<file path="src/design/kcl_pkg.sv">
// ----------------------------------------------------------------------------
// kcl_pkg: keypad code lock shared definitions
// Field widths, message codes, register map and reset values.
// ----------------------------------------------------------------------------
package kcl_pkg;

  localparam int unsigned CodeDigitsDef = 4;

  localparam int unsigned SensorW = 10;
  localparam int unsigned SwitchW = 8;
  localparam int unsigned DigitW  = 4;
  localparam int unsigned MsgW    = 3;
  localparam int unsigned PosW    = 2;

  localparam logic [SensorW-1:0] ThreshRst = 10'd600;
  localparam logic [SwitchW-1:0] BothEnds  = 8'h81;

  // message codes
  localparam logic [MsgW-1:0] MsgNone    = 3'd0;
  localparam logic [MsgW-1:0] MsgPrompt  = 3'd1;
  localparam logic [MsgW-1:0] MsgEcho    = 3'd2;
  localparam logic [MsgW-1:0] MsgCorrect = 3'd3;
  localparam logic [MsgW-1:0] MsgWrong   = 3'd4;
  localparam logic [MsgW-1:0] MsgChanged = 3'd5;

  // register map: one 32-bit register at word index 0
  localparam int unsigned PaddrW    = 3;
  localparam int unsigned PdataW    = 32;
  localparam logic        RegThresh = 1'b0;

  typedef struct packed {
    logic [SensorW-1:0] sensor_a;
    logic [SensorW-1:0] sensor_b;
    logic [SwitchW-1:0] switch_lines;
    logic [DigitW-1:0]  key_code;
  } item_t;

  typedef struct packed {
    logic              door_open;
    logic [MsgW-1:0]   message;
    logic [PosW-1:0]   echo_position;
    logic [DigitW-1:0] echo_digit;
  } result_t;

endpackage

</file>
<file path="src/design/kcl_ifs.sv">
// ----------------------------------------------------------------------------
// kcl_ifs: keypad code lock channel interfaces
// Valid/ready channels for polling passes and result items.
// ----------------------------------------------------------------------------
interface kcl_item_if;
  logic                              valid;
  logic                              ready;
  logic [kcl_pkg::SensorW-1:0] sensor_a;
  logic [kcl_pkg::SensorW-1:0] sensor_b;
  logic [kcl_pkg::SwitchW-1:0] switch_lines;
  logic [kcl_pkg::DigitW-1:0]  key_code;

  modport source (output valid, sensor_a, sensor_b, switch_lines, key_code, input ready);
  modport sink   (input valid, sensor_a, sensor_b, switch_lines, key_code, output ready);
endinterface

interface kcl_result_if;
  logic                             valid;
  logic                             ready;
  logic                             door_open;
  logic [kcl_pkg::MsgW-1:0]   message;
  logic [kcl_pkg::PosW-1:0]   echo_position;
  logic [kcl_pkg::DigitW-1:0] echo_digit;

  modport source (output valid, door_open, message, echo_position, echo_digit, input ready);
  modport sink   (input valid, door_open, message, echo_position, echo_digit, output ready);
endinterface

</file>
<file path="src/design/kcl_cfg.sv">
// ----------------------------------------------------------------------------
// kcl_cfg: configuration register port
// APB-style access to the presence threshold register.
// ----------------------------------------------------------------------------
module kcl_cfg (
  input  logic                          clk_i,
  input  logic                          rst_ni,
  input  logic                          psel,
  input  logic                          penable,
  input  logic                          pwrite,
  input  logic [kcl_pkg::PaddrW-1:0]    paddr,
  input  logic [kcl_pkg::PdataW-1:0]    pwdata,
  output logic [kcl_pkg::PdataW-1:0]    prdata,
  output logic                          pready,
  output logic [kcl_pkg::SensorW-1:0]   threshold_o
);
  import kcl_pkg::*;

  logic [SensorW-1:0] thresh_q;
  logic               sel_thresh;
  logic               wr_en;

  assign sel_thresh = (paddr[PaddrW-1:2] == RegThresh);
  assign wr_en      = psel && penable && pwrite && pready;
  assign pready     = 1'b1;

  always_ff @(posedge clk_i or negedge rst_ni) begin
    if (!rst_ni) begin
      thresh_q <= ThreshRst;
    end else if (wr_en && sel_thresh) begin
      thresh_q <= pwdata[SensorW-1:0];
    end
  end

  always_comb begin
    prdata = '0;
    if (sel_thresh) begin
      prdata = PdataW'(thresh_q);
    end
  end

  assign threshold_o = thresh_q;

endmodule

</file>
<file path="src/design/kcl_seq.sv">
// ----------------------------------------------------------------------------
// kcl_seq: lock sequencer
// Phase register, code stores and the per-pass result logic.
// ----------------------------------------------------------------------------
module kcl_seq #(
  parameter int unsigned CodeDigits = kcl_pkg::CodeDigitsDef
) (
  input  logic                        clk_i,
  input  logic                        rst_ni,
  input  logic                        step_i,
  input  kcl_pkg::item_t              item_i,
  input  logic [kcl_pkg::SensorW-1:0] threshold_i,
  output kcl_pkg::result_t            result_o
);
  import kcl_pkg::*;

  localparam int unsigned IdxW = $clog2(CodeDigits + 1);
  localparam logic [IdxW-1:0] LastIdx = IdxW'(CodeDigits - 1);
  localparam logic [IdxW-1:0] NumDig  = IdxW'(CodeDigits);

  typedef enum logic [6:0] {
    PhIdle    = 7'b0000001,
    PhPrompt  = 7'b0000010,
    PhSet     = 7'b0000100,
    PhFirst   = 7'b0001000,
    PhCollect = 7'b0010000,
    PhCheck   = 7'b0100000,
    PhOpen    = 7'b1000000
  } phase_e;

  phase_e            phase_q, phase_d;
  logic [IdxW-1:0]   set_q, set_d;
  logic [IdxW-1:0]   entry_q, entry_d;
  logic [DigitW-1:0] stored_q  [CodeDigits];
  logic [DigitW-1:0] entered_q [CodeDigits];

  logic              stored_we;
  logic              entered_we;
  logic [IdxW-1:0]   entered_idx;
  logic              sw_onehot;
  logic              match;
  result_t           res;

  assign sw_onehot = (item_i.switch_lines != '0) &&
                     ((item_i.switch_lines & (item_i.switch_lines - 8'd1)) == '0);

  always_comb begin
    match = 1'b1;
    for (int i = 0; i < CodeDigits; i++) begin
      if (entered_q[i] != stored_q[i]) begin
        match = 1'b0;
      end
    end
  end

  always_comb begin
    phase_d     = phase_q;
    set_d       = set_q;
    entry_d     = entry_q;
    stored_we   = 1'b0;
    entered_we  = 1'b0;
    entered_idx = entry_q;
    res         = '0;
    case (phase_q)
      PhIdle: begin
        if (item_i.sensor_a > threshold_i || item_i.sensor_b > threshold_i) begin
          phase_d = PhPrompt;
        end
      end
      PhPrompt: begin
        res.message = MsgPrompt;
        if ((item_i.switch_lines & BothEnds) == BothEnds) begin
          set_d   = '0;
          phase_d = PhSet;
        end else if (sw_onehot) begin
          entered_we  = 1'b1;
          entered_idx = '0;
          phase_d     = PhFirst;
        end
      end
      PhSet: begin
        if (sw_onehot) begin
          stored_we = 1'b1;
          if (set_q >= LastIdx) begin
            res.message = MsgChanged;
            set_d       = '0;
            phase_d     = PhPrompt;
          end else begin
            res.message       = MsgEcho;
            res.echo_position = PosW'(set_q);
            res.echo_digit    = item_i.key_code;
            set_d             = set_q + IdxW'(1);
          end
        end
      end
      PhFirst: begin
        res.message    = MsgEcho;
        res.echo_digit = entered_q[0];
        if (CodeDigits <= 1) begin
          phase_d = PhCheck;
        end else begin
          entry_d = IdxW'(1);
          phase_d = PhCollect;
        end
      end
      PhCollect: begin
        if (entry_q >= NumDig) begin
          phase_d = PhCheck;
        end else if (sw_onehot) begin
          entered_we        = 1'b1;
          res.message       = MsgEcho;
          res.echo_position = PosW'(entry_q);
          res.echo_digit    = item_i.key_code;
          entry_d           = entry_q + IdxW'(1);
          if (entry_q >= LastIdx) begin
            phase_d = PhCheck;
          end
        end
      end
      PhCheck: begin
        if (match) begin
          res.message = MsgCorrect;
          phase_d     = PhOpen;
        end else begin
          res.message = MsgWrong;
          phase_d     = PhPrompt;
        end
      end
      PhOpen: begin
        res.door_open = 1'b1;
        phase_d       = PhIdle;
      end
      default: begin
        phase_d = PhIdle;
      end
    endcase
  end

  always_ff @(posedge clk_i or negedge rst_ni) begin
    if (!rst_ni) begin
      phase_q <= PhIdle;
      set_q   <= '0;
      entry_q <= '0;
    end else if (step_i) begin
      phase_q <= phase_d;
      set_q   <= set_d;
      entry_q <= entry_d;
    end
  end

  for (genvar g = 0; g < CodeDigits; g++) begin : g_digit
    always_ff @(posedge clk_i or negedge rst_ni) begin
      if (!rst_ni) begin
        stored_q[g]  <= DigitW'((g % 8) + 1);
        entered_q[g] <= '0;
      end else if (step_i) begin
        if (stored_we && set_q == IdxW'(g)) begin
          stored_q[g] <= item_i.key_code;
        end
        if (entered_we && entered_idx == IdxW'(g)) begin
          entered_q[g] <= item_i.key_code;
        end
      end
    end
  end

  assign result_o = res;

endmodule

</file>
<file path="src/design/keypad_code_lock_controller.sv">
// ----------------------------------------------------------------------------
// keypad_code_lock_controller: four-digit keypad lock
// Input register, lock sequencer and result register behind valid/ready
// channels, with an APB-style port for the presence threshold.
// ----------------------------------------------------------------------------
//  channel   | direction | payload
//  item_i    | in        | sensor_a, sensor_b, switch_lines, key_code
//  result_o  | out       | door_open, message, echo_position, echo_digit
//  apb       | in/out    | presence_threshold at byte address 0
//
// One polling pass per clock while the result is not stalled: a request lands
// in the input register, the sequencer evaluates it combinationally and
// writes the result register; a result is valid once it is held there.
// A stalled result holds the sequencer; the input register still takes one
// more request, so ready drops only when both registers are full.
// Reset clears the phase, indexes and entered code; stored code is 1,2,3,4.
// ----------------------------------------------------------------------------
module keypad_code_lock_controller #(
  parameter int unsigned CodeDigits = kcl_pkg::CodeDigitsDef
) (
  input  logic                       clk_i,
  input  logic                       rst_ni,
  kcl_item_if.sink                   item_i,
  kcl_result_if.source               result_o,
  input  logic                       psel,
  input  logic                       penable,
  input  logic                       pwrite,
  input  logic [kcl_pkg::PaddrW-1:0] paddr,
  input  logic [kcl_pkg::PdataW-1:0] pwdata,
  output logic [kcl_pkg::PdataW-1:0] prdata,
  output logic                       pready
);
  import kcl_pkg::*;

  logic               in_vld_q;
  item_t              in_q;
  logic               out_vld_q;
  result_t            out_q;
  result_t            seq_res;
  logic               step;
  logic [SensorW-1:0] threshold;

  kcl_cfg u_cfg (
    .clk_i       (clk_i),
    .rst_ni      (rst_ni),
    .psel        (psel),
    .penable     (penable),
    .pwrite      (pwrite),
    .paddr       (paddr),
    .pwdata      (pwdata),
    .prdata      (prdata),
    .pready      (pready),
    .threshold_o (threshold)
  );

  // advance only when the result register is free or being drained
  assign step         = in_vld_q && (!out_vld_q || result_o.ready);
  assign item_i.ready = !in_vld_q || step;

  kcl_seq #(
    .CodeDigits (CodeDigits)
  ) u_seq (
    .clk_i       (clk_i),
    .rst_ni      (rst_ni),
    .step_i      (step),
    .item_i      (in_q),
    .threshold_i (threshold),
    .result_o    (seq_res)
  );

  always_ff @(posedge clk_i or negedge rst_ni) begin
    if (!rst_ni) begin
      in_vld_q <= 1'b0;
    end else if (item_i.valid && item_i.ready) begin
      in_vld_q <= 1'b1;
    end else if (step) begin
      in_vld_q <= 1'b0;
    end
  end

  always_ff @(posedge clk_i) begin
    if (item_i.valid && item_i.ready) begin
      in_q.sensor_a     <= item_i.sensor_a;
      in_q.sensor_b     <= item_i.sensor_b;
      in_q.switch_lines <= item_i.switch_lines;
      in_q.key_code     <= item_i.key_code;
    end
  end

  always_ff @(posedge clk_i or negedge rst_ni) begin
    if (!rst_ni) begin
      out_vld_q <= 1'b0;
    end else if (step) begin
      out_vld_q <= 1'b1;
    end else if (result_o.ready) begin
      out_vld_q <= 1'b0;
    end
  end

  always_ff @(posedge clk_i) begin
    if (step) begin
      out_q <= seq_res;
    end
  end

  assign result_o.valid         = out_vld_q;
  assign result_o.door_open     = out_q.door_open;
  assign result_o.message       = out_q.message;
  assign result_o.echo_position = out_q.echo_position;
  assign result_o.echo_digit    = out_q.echo_digit;

endmodule
</file>
<file path="src/flat_wrapper.sv">
// flat-port wrapper written by rule: the top's interface ports become plain ports
module keypad_code_lock_controller_flat import kcl_pkg::*;
#(
  parameter int unsigned CodeDigits = kcl_pkg::CodeDigitsDef
)
  (clk_i, rst_ni, psel, penable, pwrite, paddr, pwdata, prdata, pready, item_i_valid, item_i_sensor_a, item_i_sensor_b, item_i_switch_lines, item_i_key_code, item_i_ready, result_o_valid, result_o_door_open, result_o_message, result_o_echo_position, result_o_echo_digit, result_o_ready);
  kcl_item_if item_i_i ();
  kcl_result_if result_o_i ();
  input  logic clk_i;
  input  logic rst_ni;
  input  logic psel;
  input  logic penable;
  input  logic pwrite;
  input  logic [kcl_pkg::PaddrW-1:0] paddr;
  input  logic [kcl_pkg::PdataW-1:0] pwdata;
  output logic [kcl_pkg::PdataW-1:0] prdata;
  output logic pready;
  input wire logic [$bits(item_i_i.valid)-1:0] item_i_valid;
  input wire logic [$bits(item_i_i.sensor_a)-1:0] item_i_sensor_a;
  input wire logic [$bits(item_i_i.sensor_b)-1:0] item_i_sensor_b;
  input wire logic [$bits(item_i_i.switch_lines)-1:0] item_i_switch_lines;
  input wire logic [$bits(item_i_i.key_code)-1:0] item_i_key_code;
  output wire logic [$bits(item_i_i.ready)-1:0] item_i_ready;
  output wire logic [$bits(result_o_i.valid)-1:0] result_o_valid;
  output wire logic [$bits(result_o_i.door_open)-1:0] result_o_door_open;
  output wire logic [$bits(result_o_i.message)-1:0] result_o_message;
  output wire logic [$bits(result_o_i.echo_position)-1:0] result_o_echo_position;
  output wire logic [$bits(result_o_i.echo_digit)-1:0] result_o_echo_digit;
  input wire logic [$bits(result_o_i.ready)-1:0] result_o_ready;
  assign item_i_i.valid = item_i_valid;
  assign item_i_i.sensor_a = item_i_sensor_a;
  assign item_i_i.sensor_b = item_i_sensor_b;
  assign item_i_i.switch_lines = item_i_switch_lines;
  assign item_i_i.key_code = item_i_key_code;
  assign item_i_ready = item_i_i.ready;
  assign result_o_valid = result_o_i.valid;
  assign result_o_door_open = result_o_i.door_open;
  assign result_o_message = result_o_i.message;
  assign result_o_echo_position = result_o_i.echo_position;
  assign result_o_echo_digit = result_o_i.echo_digit;
  assign result_o_i.ready = result_o_ready;
  keypad_code_lock_controller #(.CodeDigits(CodeDigits)) u_core (.clk_i(clk_i), .rst_ni(rst_ni), .item_i(item_i_i), .result_o(result_o_i), .psel(psel), .penable(penable), .pwrite(pwrite), .paddr(paddr), .pwdata(pwdata), .prdata(prdata), .pready(pready));
endmodule
</file>
<file path="config.mk">
export PLATFORM = sky130hd
export DESIGN_NAME = keypad_code_lock_controller_flat
export DESIGN_NICKNAME = d
export VERILOG_FILES = /design/src/design/kcl_pkg.sv /design/src/design/kcl_ifs.sv /design/src/design/kcl_cfg.sv /design/src/design/kcl_seq.sv /design/src/design/keypad_code_lock_controller.sv /design/src/flat_wrapper.sv
export SDC_FILE = /design/constraint.sdc
export NUM_CORES = 1
export LEC_CHECK = 0
export ABC_AREA = 1
export BUFFER_PORTS_ARGS = -buffer_cell sky130_fd_sc_hd__buf_2
export CORE_ASPECT_RATIO = 1.25
export CORE_MARGIN = 4
export CORE_UTILIZATION = 50
export DETAILED_ROUTE_END_ITERATION = 16
export HOLD_SLACK_MARGIN = 0.06
export MAX_ROUTING_LAYER = met4
export PLACE_DENSITY = 0.8
export SYNTH_ARGS = -nofsm -noshare
export SYNTH_HDL_FRONTEND = slang
export SYNTH_SLANG_ARGS = --single-unit
export TNS_END_PERCENT = 50
</file>
<file path="constraint.sdc">
create_clock -name clk_i -period 2.4 [get_ports clk_i]
set_input_delay 0.12 -clock clk_i [delete_from_list [all_inputs] [get_ports clk_i]]
set_output_delay 0.12 -clock clk_i [all_outputs]
set_load 0.02 [all_outputs]
</file>
* Word level (Yosys, flattened, before mapping)
Index checks and enable logic that the tools add are counted.
Storage, ports and cells: flip-flop bits (word level) 99, bits in latches 0, RAM bits 0, memory bits (read-only) 0, input bits 74, memories 0
Cells by class: add/subtract/negate cells 3, multiply operators 0, divide/modulo/power cells 0, magnitude comparators 5, eq/ne operators 27, shifts and indexed selects 0, mux-type cells 44, bitwise logic cells 2, reductions and logical operators 38
Operators by type and width (number):
- $mux 7 | 9
- $pmux 7 s6 | 1
- $mux 3 | 10
- $gt 10x10->1 | 2
- $mux 8 | 2
- $ne 4x4->1 | 4
- $reduce_and 2->1 | 8
- $pmux 3 s5 | 1
- $logic_and 1x1->1 | 14
- $mux 1 | 13
- $eq 3x2->1 const B | 4
- $ne 2x2->1 const B | 6
- $pmux 3 s2 | 2
- $pmux 4 s3 | 1
- $mux 10 | 1
- $mux 9 | 1
- $ne 3x3->1 const B | 3
- $and 8x8->8 | 1
- $logic_not 8->1 | 1
- $reduce_and 4->1 | 2
- $reduce_bool 2->1 | 4
- $reduce_bool 8->1 | 1
- $sub 8x1->8 const B | 1
- $eq 7x1->1 const B | 1
- other kinds (19) | 26

* Depth between registers and ports, before layout
depth in word-level cells 10, mapped depth 11, depth with buffers taken out 11

* Hierarchy
From an unflattened synthesis, not the netlist that was laid out.
Unflattened totals: cells, all modules 567, area total of the unflattened synthesis 5282.6 um2
By module, submodules not included:
- kcl_seq | instances 1, cells each 420, area each 3243.1 um2, seq. area each 1133.6 um2
- keypad_code_lock_controller | instances 1, cells each 54, area each 1356.3 um2, seq. area each 1311.3 um2
- kcl_cfg | instances 1, cells each 93, area each 683.2 um2, seq. area each 255.2 um2

* Least setup slack after synthesis
OpenSTA, ideal clock, no wires.
kind reg2reg, start point register u_core.out_vld_q (netlist: u_core.result_o.valid), end point register u_core.in_q[0] (netlist bit), enable pin, setup time 0.387 ns, arrival time 1.458 ns, data required time 2.013 ns, setup slack 0.555 ns, cell stages (with the launch flop) 4, path buffers 0, cells stage by stage dfrtp_1 > nand3_1 > nand2_1 > inv_1
On the way: longest elaborated chain between the ends 5
Ends and longest elaborated chain:
- start: declaration | RTL line keypad_code_lock_controller.sv:37 | logic out_vld_q;
- start signal: assignment | RTL line keypad_code_lock_controller.sv:92 | out_vld_q <= 1'b0;
- start signal: assignment | RTL line keypad_code_lock_controller.sv:94 | out_vld_q <= 1'b1;
- start signal: assignment | RTL line keypad_code_lock_controller.sv:96 | out_vld_q <= 1'b0;
- $logic_not 1->1 | RTL line keypad_code_lock_controller.sv:57 | assign step = in_vld_q && (!out_vld_q || result_o.ready);
- $logic_or 1x1->1 | RTL line keypad_code_lock_controller.sv:57
- $logic_and 1x1->1 | RTL line keypad_code_lock_controller.sv:57
- $logic_or 1x1->1 | RTL line keypad_code_lock_controller.sv:58 | assign item_i.ready = !in_vld_q || step;
- named net item_i_ready | RTL line flat_wrapper.sv:23 | output wire logic [$bits(item_i_i.ready)-1:0] item_i_ready;
- $logic_and 1x1->1 | RTL line keypad_code_lock_controller.sv:82 | if (item_i.valid && item_i.ready) begin
- end: declaration | RTL line keypad_code_lock_controller.sv:36 | item_t in_q;
The timed path passes the listed nets, and every way through them passes these cells. A chain may end at the register's enable or synchronous reset.

* Final worst setup path
start point register u_core.u_cfg.thresh_q[9] (netlist: u_core.u_cfg.threshold_o[9]), end point register u_core.u_seq.phase_q[6]
On the way: longest elaborated chain between the ends 4
Ends and longest elaborated chain:
- start: declaration | RTL line kcl_cfg.sv:19 | logic [SensorW-1:0] thresh_q;
- start signal: assignment | RTL line kcl_cfg.sv:29 | thresh_q <= ThreshRst;
- start signal: assignment | RTL line kcl_cfg.sv:31 | thresh_q <= pwdata[SensorW-1:0];
- $gt 10x10->1 | RTL line kcl_seq.sv:66 | if (item_i.sensor_a > threshold_i || item_i.sensor_b > threshold_i) begin
- $logic_or 1x1->1 (*) | RTL line kcl_seq.sv:66
- $ne 2x2->1 (no source line) (*)
- $reduce_and 7->1 (no source line) (*)
- end signal: assignment | RTL line kcl_seq.sv:141 | phase_q <= PhIdle;
- end signal: assignment | RTL line kcl_seq.sv:145 | phase_q <= phase_d;
- end: declaration | RTL line kcl_seq.sv:31 | phase_e phase_q, phase_d;
Mark *: on every way between the ends. The rest lies on a longest branch, timed or not.

==> metrics <==
outcome finished clean; crit-path max cell delay 520 ps; Fill cells 793; Detailed Place HPWL 7927 µm; ranking of synthesized cells by area edfxtp_1 (24%), dfrtp_1 (22%), nand2_1 (8.8%); post-synth cell types 39; Power Density 704.8 nW/µm²; relative slew slack 51.46%; Clock Path Buffers 2; CP Max Fanout 8; Adder-Cell Fraction of Synth Area 6.601%; cell taking the most area after synthesis edfxtp_1; LEAKAGE 3.188 nW; die width 100.2 µm; vias in the first global route 4279; highest metal used met4; Critical Path Sink Type register; max capacitance violation total 0; critical path's top delay family simple AND/OR/NAND/NOR gates; area of the core 10260 µm²; critical path, cell by cell inv_1 -> ha_1 -> nand2_1 -> nor2_1 -> nand3_1 -> nand3_1 -> nand2_1 -> nand3_2 -> nand2_2 -> nand2_1 -> nand2_1; Post-Route WL 11790 µm; Synth async-reset ratio 57.58%; initial antenna violation count 0; Final Setup Violations 0; die area 12340 µm²; FP Rows 41; clock slew at reported path FFs 70 ps; WP data arrival 2340 ps; Main synth FF type dfrtp_1; fraction of layout cells with a size suffix above 1 19.60%; FF+latch count, synth 99; first-pass detailed-route iteration total 5; via count 4223; setup tns final 0 ps; area share of the largest cell type after synthesis 23.76%; Layout Utilization 62.85%; Starting Density 51.73%; met2 WL 6170 µm; count of port buffers added during placement 71; die height 123.2 µm; Final WS setup 296.5 ps; Post-Syn Area 5308 µm²; largest family of logic cells by synthesized area simple AND/OR/NAND/NOR gates; mux cell area share after synthesis 0%; largest net degree at the start of global routing 58; worst path required time 2640 ps; critical path's slowest cell dfstp_2; synthesized area per cell 9.312 µm²; Post-CTS Setup Bufs 0; htree depth 3; RD Place Congestion 0.8911; Ports 119; WL met1 4547 µm; Tightest Pin Transition 726.0 ps; Critical Path Start Type register; xor/xnor share of the synthesized area 2.640%; GRT Util Overall 21.04%; Nets 796; first-pass GRT wire length 19730 µm; Crit Path Class register to register; ant diodes 0; Synth Instances 570; VDD IR-drop max 0.5600 mV; Fin. Hold Viols 0; TritonCTS Sinks 99; post-synthesis simple-gate area fraction 24.19%; Residual DRC 0; ANT nets after route 0; area grow syn2layout 21.50%; Final Max Tran Viols 0; HP Class input port to register; achievable frequency 475.4 MHz; Met3 Wirelength 656 µm; CP Buf/Inv Count 1; Seq/Total Area, Yosys 50.87%; CTS buffer count 9; clk root buf clkbuf_16; post-synthesis compound-gate area fraction 6.554%; Post-synth EDFFs 42; RSZ-0062 raised after global routing no; Place WS 287.6 ps; worst skew pair latency 350 ps; Most common cell on crit path nand2_1; GRT overflow 0; skew final 10.32 ps; Tcrit/Tclk final 87.65%; vias per inst 5.100; TritonCTS clock tree built; 1st-iter DRT viols 271; minimum clock period 2104 ps; Routed WL per cell 14.24 µm; Yosys warnings 0
flip-flops by register name, indices dropped and copies added, names as in the netlist, 2 cells and up:
signal,flops
u_core.in_q,32
u_core.u_seq.entered_q,16
u_core.u_seq.stored_q,16
u_core.u_cfg.threshold_o,10
u_core.u_seq.phase_q,7
u_core.result_o.echo_digit,4
u_core.result_o.message,3
u_core.u_seq.entry_q,3
u_core.u_seq.set_q,3
u_core.result_o.echo_position,2
area by class of cell:
cell class / count / area (µm²) / share of cell area [%]
tap: 129 / 161.4 / 2.503
clock buffer: 10 / 229.0 / 3.551
inverter: 78 / 294.0 / 4.560
multi-input combinational: 388 / 2213 / 34.32
timing repair buffer: 118 / 818.3 / 12.69
sequential: 99 / 2700 / 41.87
clock inverter: 6 / 32.53 / 0.5045
cell families (layout without fill, tap and decap cells):
kind of cell	Yosys count	count (layout)
adder cells (fa/ha/maj)	28	28
XOR/XNOR	16	16
AND/OR/NAND/NOR	260	260
buffers and inverters	104	212
other	2	23
flip-flops	99	99
AO/OA/AOI/OAI	61	61
cells in the mapped netlist (all sizes together) (3+ instances only):
cell / count
xor2: 16
nand3: 45
ha: 28
edfxtp: 42
dfstp: 10
clkbuf: 3
nor3: 4
inv: 77
a21oi: 18
o21ai: 36
nand2: 136
nor2: 61
dfrtp: 47
buf: 23
nand4: 9
routing by layer:
metal / GRT usage [%] / up-vias
met5: - / -
met4: 8.930 / 0
met3: 5.305 / 42
met2: 36.24 / 158
met1: 23.13 / 1977
li1: - / 2046
final timing paths:
check	slack, ps	start	endpoint	cells past startpoint
max in group asynchronous	1470	rst_ni	u_core.u_seq.entered_q[4]	3
setup / recovery	300	u_core.u_cfg.threshold_o[9]	u_core.u_seq.phase_q[6]	11
hold reg to reg	470	u_core.u_seq.phase_q[0]	u_core.u_seq.phase_q[0]	2
setup reg to reg	300	u_core.u_cfg.threshold_o[9]	u_core.u_seq.phase_q[6]	11
min in group asynchronous	450	rst_ni	u_core.u_seq.entered_q[2]	3
hold / removal	70	pwdata[6]	u_core.u_cfg.threshold_o[6]	3
through the flow:
step	hold WS [ps]	instance area, µm²	total power, mW	std cells
floorplan	-175.6	5386	2.900	591
global placement	291.8	5742	3.134	768
detailed placement	298.1	5742	3.186	768
CTS	69.58	6444	4.517	828
global route	87.96	6449	4.797	828
finish	68.41	6449	4.545	828
placed cells by master (no fill, tap or decap), types with 2 or more instances in the layout:
cell and instances:
buf_2 71, dfstp_2 10, edfxtp_1 42, clkbuf_16 9, nand4_1 9, nand3_4 3, nand2_1 125, inv_2 4
xor2_1 16, inv_1 73, nand2_2 6, nor2_8 3, dlygate4sd3_1 44, clkinv_4 2, nand3_2 4, dfrtp_1 47
o22ai_1 2, nor2_1 49, nor2_4 2, conb_1 23, nand3b_1 2, nor2_2 7, buf_4 3, nand3_1 38
o21ai_0 10, clkinv_1 4, a21oi_4 2, nor3_1 2, a21oi_1 16, ha_1 28, o21ai_1 26, nand2_4 5
power breakdown:
part / switching (mW) / leakage (nW) / internal [mW]
clock network: 0.605 / 0.127 / 0.692
registers: 0.118 / 1.10 / 1.96
logic: 0.782 / 1.96 / 0.389
worst min-delay path, cell delays in order:
cell and delay, ps:
buf_2 100, nor2_1 130, a21oi_1 60
repair_timing:
| action | CTS | global route |
|---|---|---|
| endpoints found under the setup margin | 0 | 7 |
| hold buffers | 44 | 0 |
| endpoints found under the hold margin | 90 | 0 |
| resized for setup | 0 | 1 |
(Power assumes the default switching activity.)
